===== config.mk =====
export PLATFORM = sky130hd
export DESIGN_NAME = interval_timer_bank_unit_flat
export DESIGN_NICKNAME = d
export VERILOG_FILES = /design/src/rtl/itb_pkg.sv /design/src/rtl/itb_if.sv /design/src/rtl/itb_ctrl.sv /design/src/rtl/itb_datapath.sv /design/src/rtl/interval_timer_bank_unit.sv /design/src/flat_wrapper.sv
export SDC_FILE = /design/constraint.sdc
export NUM_CORES = 1
export LEC_CHECK = 0
export BUFFER_PORTS_ARGS = -buffer_cell sky130_fd_sc_hd__buf_2
export CAP_MARGIN = 10
export CORE_ASPECT_RATIO = 1.5
export CORE_MARGIN = 5
export CORE_UTILIZATION = 40
export CTS_CLUSTER_DIAMETER = 40
export DETAILED_ROUTE_END_ITERATION = 8
export PLACE_DENSITY_LB_ADDON = 0.05
export SETUP_SLACK_MARGIN = 0.5
export SLEW_MARGIN = 20
export SYNTH_ARGS = -nofsm -noshare
export SYNTH_HDL_FRONTEND = slang
export SYNTH_SLANG_ARGS = --single-unit

===== constraint.sdc =====
create_clock -name clk -period 6.3 [get_ports clk]
set_clock_uncertainty 0.15 [all_clocks]
set_input_delay 0.63 -clock clk [delete_from_list [all_inputs] [get_ports clk]]
set_output_delay 0.63 -clock clk [all_outputs]
set_load 0.005 [all_outputs]

===== src/rtl/itb_pkg.sv =====
// Shared constants, codes and control structs for the interval timer bank.
package itb_pkg;

  localparam int NUM_TIMERS = 8;
  localparam int TIMER_W    = (NUM_TIMERS > 1) ? $clog2(NUM_TIMERS) : 1;
  localparam int IDX_W      = 4;
  localparam int TICK_W     = 16;
  localparam int PERIOD_W   = 24;
  localparam int PENDING_W  = 32;

  typedef enum logic [1:0] {
    MODE_TICK  = 2'd0,
    MODE_START = 2'd1,
    MODE_STOP  = 2'd2,
    MODE_QUERY = 2'd3
  } itb_mode_t;

  typedef struct packed {
    logic [1:0]          mode;
    logic [IDX_W-1:0]    timer_index;
    logic [TICK_W-1:0]   tick_ms;
    logic [PERIOD_W-1:0] interval_ms;
  } itb_item_t;

  typedef struct packed {
    logic               tick;
    logic               start;
    logic               stop;
    logic               query;
    logic               walk;
    logic [TIMER_W-1:0] walk_idx;
    logic               finish;
    logic               load_zero;
  } itb_cmd_t;

  typedef struct packed {
    logic pending_zero;
  } itb_status_t;

endpackage


===== src/rtl/itb_if.sv =====
// Valid/ready channel interfaces for the timer bank's item and result beats.
interface itb_in_if;
  import itb_pkg::*;
  logic                valid;
  logic                ready;
  logic [1:0]          mode;
  logic [IDX_W-1:0]    timer_index;
  logic [TICK_W-1:0]   tick_ms;
  logic [PERIOD_W-1:0] interval_ms;

  modport source (output valid, output mode, output timer_index, output tick_ms,
                  output interval_ms, input ready);
  modport sink   (input valid, input mode, input timer_index, input tick_ms,
                  input interval_ms, output ready);
endinterface

interface itb_out_if;
  logic valid;
  logic ready;
  logic expired;

  modport source (output valid, output expired, input ready);
  modport sink   (input valid, input expired, output ready);
endinterface


===== src/rtl/itb_ctrl.sv =====
// Controller: sequences beats, walks the timers on a query and owns the result valid.
module itb_ctrl
  import itb_pkg::*;
(
  input  logic        clk,
  input  logic        rst_n,
  input  logic        in_valid,
  input  logic [1:0]  in_mode,
  output logic        in_ready,
  output logic        out_valid,
  input  logic        out_ready,
  input  itb_status_t status,
  output itb_cmd_t    cmd
);

  typedef enum logic [1:0] {S_IDLE, S_WALK, S_FINISH} state_t;

  state_t             state_r;
  logic [TIMER_W-1:0] walk_cnt_r;
  logic               out_valid_r;
  logic               slot_free;
  logic               accept;
  logic               walk_last;

  assign slot_free = !out_valid_r || out_ready;
  assign in_ready  = (state_r == S_IDLE) && slot_free;
  assign accept    = in_valid && in_ready;
  assign walk_last = (walk_cnt_r == TIMER_W'(NUM_TIMERS - 1));
  assign out_valid = out_valid_r;

  always_comb begin
    cmd           = '0;
    cmd.tick      = accept && (in_mode == MODE_TICK);
    cmd.start     = accept && (in_mode == MODE_START);
    cmd.stop      = accept && (in_mode == MODE_STOP);
    cmd.query     = accept && (in_mode == MODE_QUERY);
    cmd.load_zero = accept && (in_mode != MODE_QUERY);
    cmd.walk      = (state_r == S_WALK);
    cmd.walk_idx  = walk_cnt_r;
    cmd.finish    = (state_r == S_FINISH) && slot_free;
  end

  always_ff @(posedge clk) begin
    if (!rst_n) begin
      state_r     <= S_IDLE;
      walk_cnt_r  <= '0;
      out_valid_r <= 1'b0;
    end else begin
      if (cmd.load_zero || cmd.finish) begin
        out_valid_r <= 1'b1;
      end else if (out_ready) begin
        out_valid_r <= 1'b0;
      end
      unique case (state_r)
        S_IDLE: begin
          walk_cnt_r <= '0;
          if (cmd.query) begin
            // With nothing pending the timers would not change, so skip the walk.
            state_r <= status.pending_zero ? S_FINISH : S_WALK;
          end
        end
        S_WALK: begin
          if (walk_last) begin
            state_r <= S_FINISH;
          end else begin
            walk_cnt_r <= walk_cnt_r + 1'b1;
          end
        end
        S_FINISH: begin
          if (slot_free) begin
            state_r <= S_IDLE;
          end
        end
        default: state_r <= S_IDLE;
      endcase
    end
  end

  a_ready_only_idle: assert property (@(posedge clk) disable iff (!rst_n)
    in_ready |-> (state_r == S_IDLE))
    else $error("input ready outside idle");

  a_plain_beat_result: assert property (@(posedge clk) disable iff (!rst_n)
    cmd.load_zero |=> out_valid_r)
    else $error("non-query beat produced no result");

  a_finish_result: assert property (@(posedge clk) disable iff (!rst_n)
    cmd.finish |=> (out_valid_r && (state_r == S_IDLE)))
    else $error("query finish did not deliver a result");

  a_walk_no_result: assert property (@(posedge clk) disable iff (!rst_n)
    ((state_r == S_WALK) && out_ready) |=> !out_valid_r)
    else $error("result appeared during the timer walk");

endmodule


===== src/rtl/itb_datapath.sv =====
// Datapath: accumulator, timer period/remaining/flag stores and the result register.
module itb_datapath
  import itb_pkg::*;
(
  input  logic        clk,
  input  logic        rst_n,
  input  itb_item_t   item,
  input  itb_cmd_t    cmd,
  output itb_status_t status,
  output logic        out_expired
);

  logic [PENDING_W-1:0] pending_r;
  logic [PENDING_W-1:0] amount_r;
  logic [TIMER_W-1:0]   qidx_r;
  logic                 qvalid_r;
  logic                 out_expired_r;
  logic [PERIOD_W-1:0]  period_r  [NUM_TIMERS];
  logic [PERIOD_W-1:0]  remain_r  [NUM_TIMERS];
  logic [NUM_TIMERS-1:0] flag_r;

  logic [PENDING_W:0]   tick_sum;
  logic [PENDING_W-1:0] pending_nxt;
  logic                 item_valid;
  logic [TIMER_W-1:0]   item_idx;
  logic [PERIOD_W-1:0]  walk_period;
  logic [PERIOD_W-1:0]  walk_remain;
  logic                 walk_expire;

  assign tick_sum    = {1'b0, pending_r} + {{(PENDING_W + 1 - TICK_W){1'b0}}, item.tick_ms};
  assign pending_nxt = tick_sum[PENDING_W] ? {PENDING_W{1'b1}} : tick_sum[PENDING_W-1:0];
  assign item_valid  = ({1'b0, item.timer_index} < (IDX_W + 1)'(NUM_TIMERS));
  assign item_idx    = item.timer_index[TIMER_W-1:0];
  assign walk_period = period_r[cmd.walk_idx];
  assign walk_remain = remain_r[cmd.walk_idx];
  // Running counts stay within 1..period, so an unsigned compare covers "reaches zero or less".
  assign walk_expire = ({{(PENDING_W - PERIOD_W){1'b0}}, walk_remain} <= amount_r);

  assign status.pending_zero = (pending_r == '0);
  assign out_expired         = out_expired_r;

  always_ff @(posedge clk) begin
    if (!rst_n) begin
      pending_r <= '0;
      flag_r    <= '0;
      for (int t = 0; t < NUM_TIMERS; t++) begin
        period_r[t] <= '0;
        remain_r[t] <= '0;
      end
    end else begin
      if (cmd.tick) begin
        pending_r <= pending_nxt;
      end else if (cmd.query) begin
        pending_r <= '0;
      end
      if (cmd.start && item_valid) begin
        flag_r[item_idx]   <= 1'b0;
        period_r[item_idx] <= item.interval_ms;
        remain_r[item_idx] <= item.interval_ms;
      end
      if (cmd.stop && item_valid) begin
        period_r[item_idx] <= '0;
      end
      if (cmd.walk && (walk_period != '0)) begin
        if (walk_expire) begin
          remain_r[cmd.walk_idx] <= walk_period;
          flag_r[cmd.walk_idx]   <= 1'b1;
        end else begin
          remain_r[cmd.walk_idx] <= walk_remain - amount_r[PERIOD_W-1:0];
        end
      end
      if (cmd.finish && qvalid_r) begin
        flag_r[qidx_r] <= 1'b0;
      end
    end
  end

  always_ff @(posedge clk) begin
    if (cmd.query) begin
      amount_r <= pending_r;
      qidx_r   <= item_idx;
      qvalid_r <= item_valid;
    end
    if (cmd.load_zero) begin
      out_expired_r <= 1'b0;
    end else if (cmd.finish) begin
      out_expired_r <= qvalid_r && flag_r[qidx_r];
    end
  end

endmodule


===== src/rtl/interval_timer_bank_unit.sv =====
// Result timing: tick, start and stop beats give their result in the cycle after acceptance.
// A query walks the timer stores one entry per cycle (skipped with nothing pending),
// then gives its result from the finish state once the result slot is free.
// Throughput: one item at a time; a new item is taken once the result slot is free.
// Reset (rst_n low, synchronous): accumulator zero, all timers stopped with zero
// counts and clear flags, no result pending.
module interval_timer_bank_unit
  import itb_pkg::*;
(
  input  logic       clk,
  input  logic       rst_n,
  itb_in_if.sink     in_bus,
  itb_out_if.source  out_bus
);

  itb_cmd_t    cmd;
  itb_status_t status;
  itb_item_t   item;

  assign item.mode        = in_bus.mode;
  assign item.timer_index = in_bus.timer_index;
  assign item.tick_ms     = in_bus.tick_ms;
  assign item.interval_ms = in_bus.interval_ms;

  itb_ctrl u_ctrl (
    .clk       (clk),
    .rst_n     (rst_n),
    .in_valid  (in_bus.valid),
    .in_mode   (in_bus.mode),
    .in_ready  (in_bus.ready),
    .out_valid (out_bus.valid),
    .out_ready (out_bus.ready),
    .status    (status),
    .cmd       (cmd)
  );

  itb_datapath u_datapath (
    .clk         (clk),
    .rst_n       (rst_n),
    .item        (item),
    .cmd         (cmd),
    .status      (status),
    .out_expired (out_bus.expired)
  );

endmodule

===== src/flat_wrapper.sv =====
// flat-port wrapper written by rule: the top's interface ports become plain ports
module interval_timer_bank_unit_flat import itb_pkg::*;
  (clk, rst_n, in_bus_valid, in_bus_mode, in_bus_timer_index, in_bus_tick_ms, in_bus_interval_ms, in_bus_ready, out_bus_valid, out_bus_expired, out_bus_ready);
  itb_in_if in_bus_i ();
  itb_out_if out_bus_i ();
  input  logic clk;
  input  logic rst_n;
  input wire logic [$bits(in_bus_i.valid)-1:0] in_bus_valid;
  input wire logic [$bits(in_bus_i.mode)-1:0] in_bus_mode;
  input wire logic [$bits(in_bus_i.timer_index)-1:0] in_bus_timer_index;
  input wire logic [$bits(in_bus_i.tick_ms)-1:0] in_bus_tick_ms;
  input wire logic [$bits(in_bus_i.interval_ms)-1:0] in_bus_interval_ms;
  output wire logic [$bits(in_bus_i.ready)-1:0] in_bus_ready;
  output wire logic [$bits(out_bus_i.valid)-1:0] out_bus_valid;
  output wire logic [$bits(out_bus_i.expired)-1:0] out_bus_expired;
  input wire logic [$bits(out_bus_i.ready)-1:0] out_bus_ready;
  assign in_bus_i.valid = in_bus_valid;
  assign in_bus_i.mode = in_bus_mode;
  assign in_bus_i.timer_index = in_bus_timer_index;
  assign in_bus_i.tick_ms = in_bus_tick_ms;
  assign in_bus_i.interval_ms = in_bus_interval_ms;
  assign in_bus_ready = in_bus_i.ready;
  assign out_bus_valid = out_bus_i.valid;
  assign out_bus_expired = out_bus_i.expired;
  assign out_bus_i.ready = out_bus_ready;
  interval_timer_bank_unit u_core (.clk(clk), .rst_n(rst_n), .in_bus(in_bus_i), .out_bus(out_bus_i));
endmodule

==> results of run 1 <==
[per-stage QoR]
stage               setup WS [ns]  hold slack, ns  utilization [%]  power [µW]
floorplan                  0.6748          0.2976                -        3993
global placement           0.7656          0.3150            42.44        4241
detailed placement         0.7260          0.3167            42.44        4246
CTS                        0.7102         0.05089            46.14        7981
global route               0.7854         0.07298            46.17        8172
finish                      1.064         0.08474            46.17        7903
[cells by family (layout without fill, tap and decap cells)]
kind of cell | after synthesis | count (layout) | synth area share (%)
compound gates | 267 | 267 | 7.576
buf+inv | 143 | 283 | 2.754
mux | 176 | 176 | 13.21
flops | 470 | 470 | 57.84
xor+xnor | 32 | 32 | 1.191
fa+ha+maj | 44 | 44 | 2.403
simple gates | 793 | 793 | 15.03
[per-layer routing]
layer	vias up	share of wire (%)
met1	8319	38
met4	2	4.5
li1	7441	-
met2	431	53
met3	148	3.7
met5	-	0.019
[layout make-up]
type                            instances  area (µm²)
Clock buffer                           71        1574
Clock inverter                         44       598.1
Fill cell                            5461       31570
Inverter                               43       161.4
Multi-Input combinational cell       1312        9290
Sequential cell                       470       13620
Tap cell                              777       972.2
Timing Repair Buffer                  125       858.3
[final timing paths]
| path | end | start | cells after the start |
|---|---|---|---|
| hold / removal | u_core.u_datapath.qidx_r[0] | in_bus_timer_index[0] | 1 |
| hold reg to reg | u_core.u_datapath.flag_r[0] | u_core.u_datapath.flag_r[0] | 2 |
| setup / recovery | u_core.u_datapath.remain_r[4][23] | register | 12 |
| setup reg to reg | u_core.u_datapath.remain_r[4][23] | register | 12 |
[power by group through the flow]
stage                     Clock, µW  Sequential [µW]  Combinational, µW
after floorplan                   0             3590                404
final                          3730             3550                627
after detailed placement          0             3620                628
after global routing           3930             3560                681
after global placement            0             3610                627
after CTS                      3800             3550                631
[what timing repair did]
item                                   4_1_cts  5_1_grt
endpoints found under the hold margin        0        0
hold buffers                                 0        0
setup buffers                                0        1
setup endpoints to repair                    0        2
[registers in the layout (all words and copies together), names as in the netlist, named ones only]
signal,flops
u_core.u_datapath.out_expired,1
u_core.u_datapath.flag_r,8
u_core.u_datapath.period_r,192
u_core.u_datapath.qidx_r,3
u_core.u_datapath.qvalid_r,1
u_core.u_datapath.pending_r,32
u_core.u_ctrl.out_valid,1
u_core.u_datapath.amount_r,32
u_core.u_ctrl.walk_cnt_r,3
u_core.u_datapath.remain_r,192
u_core.u_ctrl.state_r,2
[critical path: stages (launching register included)]
cell and delay, ns:
dfxtp_4 0.72, buf_4 0.39, mux4_2 0.55, mux2_2 0.28, ha_1 0.38, and3_1 0.24
a221o_1 0.39, or2_2 0.30, o31ai_1 0.59, a211oi_1 0.20, o21a_1 0.22, o311a_1 0.43
nor3_1 0.20
[cell usage in the layout, fill, tap and decap left out, types with 8 or more instances in the layout]
| cell type | n |
|---|---|
| buf_2 | 52 |
| clkbuf_1 | 9 |
| nor3_1 | 122 |
| nand4_1 | 19 |
| a21o_1 | 14 |
| inv_1 | 43 |
| nor3b_1 | 8 |
| ha_1 | 42 |
| nor2b_1 | 14 |
| xor2_1 | 10 |
| clkbuf_16 | 61 |
| nor2_1 | 414 |
| xnor2_1 | 22 |
| dfxtp_1 | 47 |
| nand2_1 | 100 |
| mux2i_1 | 45 |
| edfxtp_1 | 420 |
| or2_2 | 9 |
| inv_6 | 11 |
| bufinv_16 | 11 |
| nand2b_1 | 18 |
| a211oi_1 | 11 |
| a31oi_1 | 10 |
| o21ai_0 | 55 |
| a21oi_1 | 81 |
| nand3_1 | 28 |
| nor4_1 | 17 |
| o21a_1 | 8 |
| o21ai_2 | 9 |
| buf_4 | 69 |
| mux2i_4 | 10 |
| mux4_2 | 95 |
| mux2_2 | 26 |
==> out/qor.yml, run 1 <==
logic_synthesis:
  synth_ff_type: "edfxtp_1"
  netlist_area_mm2: 0.02354
  ys_seq_area_share_pct: 57.84
  yosysTopAreaCell: "edfxtp_1"
  yosysWarningCount: 0
  synth.avg_cell_area_um2: 12.23
  ys_seq_elements: 470
  yosys.area.top_type_share_pct: 53.59
  async_flop_share_pct: 0
  yosys-top-cells-count: "420 x edfxtp_1, 414 x nor2_1, 123 x nor3_1, 100 x nand2_1, 95 x mux4_2"
  syn_nets: 2019
  synth_area_leaders: "edfxtp_1 54%, mux4_2 9.1%, nor2_1 6.6%, dfxtp_1 4.3%, nor3_1 2.6%"
  synth_most_common_cell: "edfxtp_1"
  synth_cell_types: 77
  synthCells: 1925
  synth-edff-count: 420
route:
  viasPerCell: 5.750
  first_iter_violations: 1135
  vias: 16340
  ant_nets: 0
  post_drt_wl_per_cell_um: 26.47
  drc: 0
  routed_wl_mm: 75.23
  dr.pass1.iters: 5
critical_path:
  setup.worst_path.class: "register to register"
  critPathRequiredTime_ns: 6.60
  cp.arrival_ns: 5.53
  cp-start-kind: "register"
  cp_max_fo: 22
  r2r_setup_slack_ns: 1.06
  end_kind: "register"
cts:
  root_buffer: "clkbuf_16"
  ctsResizeCount: 0
  clockBufferDepth: 3
  clock-sinks: 470
  tritoncts: "done"
  cts_inserted_buffers: 61
  worstSkewPairLatency_ns: 0.64
  clkSlewWorstSetupHoldPaths_ns: 0.05
  h-tree-depth: 2
pwr:
  switching_share_pct: 24.17
  power.switching_uw: 1910
  p_comb_share_pct: 7.9
  p_int_uw: 5993
  power_density_mw_per_mm2: 291.9
  ir_drop_mv: 0.2132
  leakage_uw: 0.009678
  seqPwrFrac_pct: 44.9
  pwr-share-clk_pct: 47.1
timing:
  slew-limit-headroom_pct: 29.23
  rsz0062_at_grt: "no"
  hold_violations: 0
  drv_slew: 0
  period_minus_slack_ns: 5.236
  setup_viol: 0
  timing.fmax_ghz: 0.1910
  fin_tns_setup_ns: 0
  tightest_slew_ns: 1.059
  finalCritPeriodShare_pct: 83.11
global_route:
  grt_pass1_vias: 17030
  grt_use_met2_pct: 43.11
  grt_use_met1_pct: 27.12
  grt_antenna_before_repair: 1
  grt.busiest_layer: "met2"
  grt_util_all_layers_pct: 23.16
  grt_pass1_wl_mm: 111.2
  grt_max_degree: 46
  grt.overflow.total: 0
  use_met3_pct: 2.715
layout:
  finalNetCount: 2107
  finish.instance_area_mm2: 0.02708
  drive_above_1_share_pct: 19.13
  instances_no_fill: 2842
  n_antenna_cell: 0
  area_growth_pct: 15.06
run:
  maxCapViolations: 0
run_status:
  status: "finished clean"
floorplan:
  core_area_mm2: 0.05864
  start_util_pct: 40.13
  rows: 109
  fp.dieW_um: 208.1
  die_h_um: 307.1
  dieArea_mm2: 0.06389
  ios: 53
worst_hold_path:
  worstHoldPathType: "input pin to register"
placement:
  postPlaceCellArea_mm2: 0.02489
  gp_congestion: 0.9540
  dp_cells: 2726
  port_buffers: 52
  dp_hpwl_mm: 52.06
(Power assumes the default switching activity.)
==> run 2, diff against run 1 <==
Clock period 6.3 ns to 5.2 ns, I/O delays scaled along.
==> out/qor.yml, run 2 (synthesis results as in run 1) <==
layout:
  finish.instance_area_mm2: 0.02728
  post-route-util_pct: 46.51
  layout_common_cells: "420 x edfxtp_1, 414 x nor2_1, 122 x nor3_1"
  fill_cells: 5509
  n_antenna_cell: 0
  largest_registers: "u_core.u_datapath.period_r x192, u_core.u_datapath.remain_r x192"
  area_growth_pct: 15.90
  instances_no_fill: 2855
  drive_above_1_share_pct: 20.02
  finalNetCount: 2119
  final_common_cell: "edfxtp_1"
critical_path:
  cp.depth: 13
  slowest_delay_ns: 0.71
  cp_top_family: "multiplexers"
  critPathRequiredTime_ns: 5.40
  crit_buf_inv: 2
  cp.arrival_ns: 4.69
  cp_max_fo: 31
  end_kind: "register"
  slowest_stage: "dfxtp_4"
  r2r_cells: 13
  r2r-end: "u_core.u_datapath.remain_r[1][15]"
  cp-start-kind: "register"
  crit_path_cell_trace: "buf_4, mux4_2, mux2_2, ha_1, and3_1, a221o_1, or3_1, o31ai_1, xor2_1, mux2i_1, mux2i_4, buf_12, nor2_1"
  r2r_setup_slack_ns: 0.71
  setup.worst_path.class: "register to register"
pwr:
  leakage_uw: 0.009730
  ir_drop_mv: 0.2736
  power_uw: 9414
  power_density_mw_per_mm2: 345.1
timing:
  drv_slew: 0
  slew-limit-headroom_pct: 45.63
  setup_viol: 0
  period_minus_slack_ns: 4.489
  finalCritPeriodShare_pct: 86.33
  rsz0062_at_grt: "no"
  tightest_slew_ns: 0.8156
  fin_tns_setup_ns: 0
  hold_violations: 0
  timing.fmax_ghz: 0.2228
route:
  drc: 0
  viasPerCell: 5.663
  routed_wl_mm: 73.96
  vias: 16170
  wl_met2_mm: 39.33
  post_drt_wl_per_cell_um: 25.91
  wl_met3_mm: 2.718
  drt-met1-wl_mm: 28.53
  ant_nets: 0
  dr.pass1.iters: 5
  first_iter_violations: 1101
  highest_layer: "met4"
floorplan:
  ios: 53
  fp.dieW_um: 208.1
  core_area_mm2: 0.05864
  die_h_um: 307.1
  dieArea_mm2: 0.06389
  start_util_pct: 40.13
  rows: 109
placement:
  dp_hpwl_mm: 51.11
  gp_congestion: 0.8848
  postPlaceCellArea_mm2: 0.02502
  dp_cells: 2729
  port_buffers: 52
global_route:
  grt.overflow.total: 0
  grt_pass1_vias: 17200
  grt_pass1_wl_mm: 110.0
  grt_antenna_before_repair: 0
  grt_util_all_layers_pct: 22.94
  grt_max_degree: 60
worst_hold_path:
  min_from: "out_bus_ready"
  whs_endpoint: "u_core.u_ctrl.state_r[1]"
  worstHoldPathType: "input pin to register"
  whs_path_depth: 4
run_status:
  status: "finished clean"
cts:
  cts_inserted_buffers: 61
  worstSkewPairLatency_ns: 0.62
  clock-sinks: 470
  root_buffer: "clkbuf_16"
  tritoncts: "done"
  clkSlewWorstSetupHoldPaths_ns: 0.06
  clockBufferDepth: 3
  h-tree-depth: 2
run:
  maxCapViolations: 0
run 2: metal layers:
metal / vias to the layer above / global-route usage [%]
met5: - / 0
met4: 0 / 9.567
met3: 144 / 2.582
met2: 397 / 42.49
met1: 8173 / 27.02
li1: 7453 / -
run 2: worst max path at each step:
stage                   from                                end  slack (ns)
floorplan           register  u_core.u_datapath.remain_r[0][16]        0.51
global placement    register  u_core.u_datapath.remain_r[5][15]        0.47
detailed placement  register  u_core.u_datapath.remain_r[1][15]        0.47
CTS                 register   u_core.u_datapath.remain_r[7][8]        0.53
global route        register  u_core.u_datapath.remain_r[2][23]        0.53
finish              register  u_core.u_datapath.remain_r[1][15]        0.71
run 2: report_power, final:
part	switching [µW]	internal, µW
Sequential	58.4	4240
Combinational	506	280
Clock	1710	2630
run 2: what timing repair did:
action,in CTS,in global routing
setup buffers,0,8
pin swaps,0,4
gates resized for setup,1,8
hold endpoints to repair,2,0
setup endpoints to repair,8,209
hold buffers,2,0
run 2: metrics by stage:
| stage | setup WS (ns) | hold WS (ns) |
|---|---|---|
| CTS | 0.5277 | 0.06868 |
| finish | 0.7107 | 0.1018 |
| global placement | 0.4726 | 0.3149 |
| floorplan | 0.5129 | 0.2976 |
| global route | 0.5271 | 0.1140 |
| detailed placement | 0.4736 | 0.3186 |
run 2: worst register-to-register path: cells and delay by family, from the launching register on:
family | cells | cell delay, ns
muxes | 4 | 0.98
DFF | 1 | 0.71
AOI/OAI and AO/OA | 2 | 0.65
and+or+nand+nor | 3 | 0.56
buffers and inverters | 2 | 0.43
xor gates and xnor gates | 1 | 0.38
adders and majority gates | 1 | 0.36
run 2: final cells by class:
| class | count | area (µm²) | share of cell area [%] |
|---|---|---|---|
| multi-input cells | 1312 | 9374 | 34.37 |
| well taps | 777 | 972.2 | 3.564 |
| repair buffers | 137 | 1041 | 3.817 |
| flip-flops and latches | 470 | 13620 | 49.95 |
| clock inverters | 47 | 504.2 | 1.849 |
| inverters | 43 | 161.4 | 0.5917 |
| clock buffers | 69 | 1599 | 5.862 |
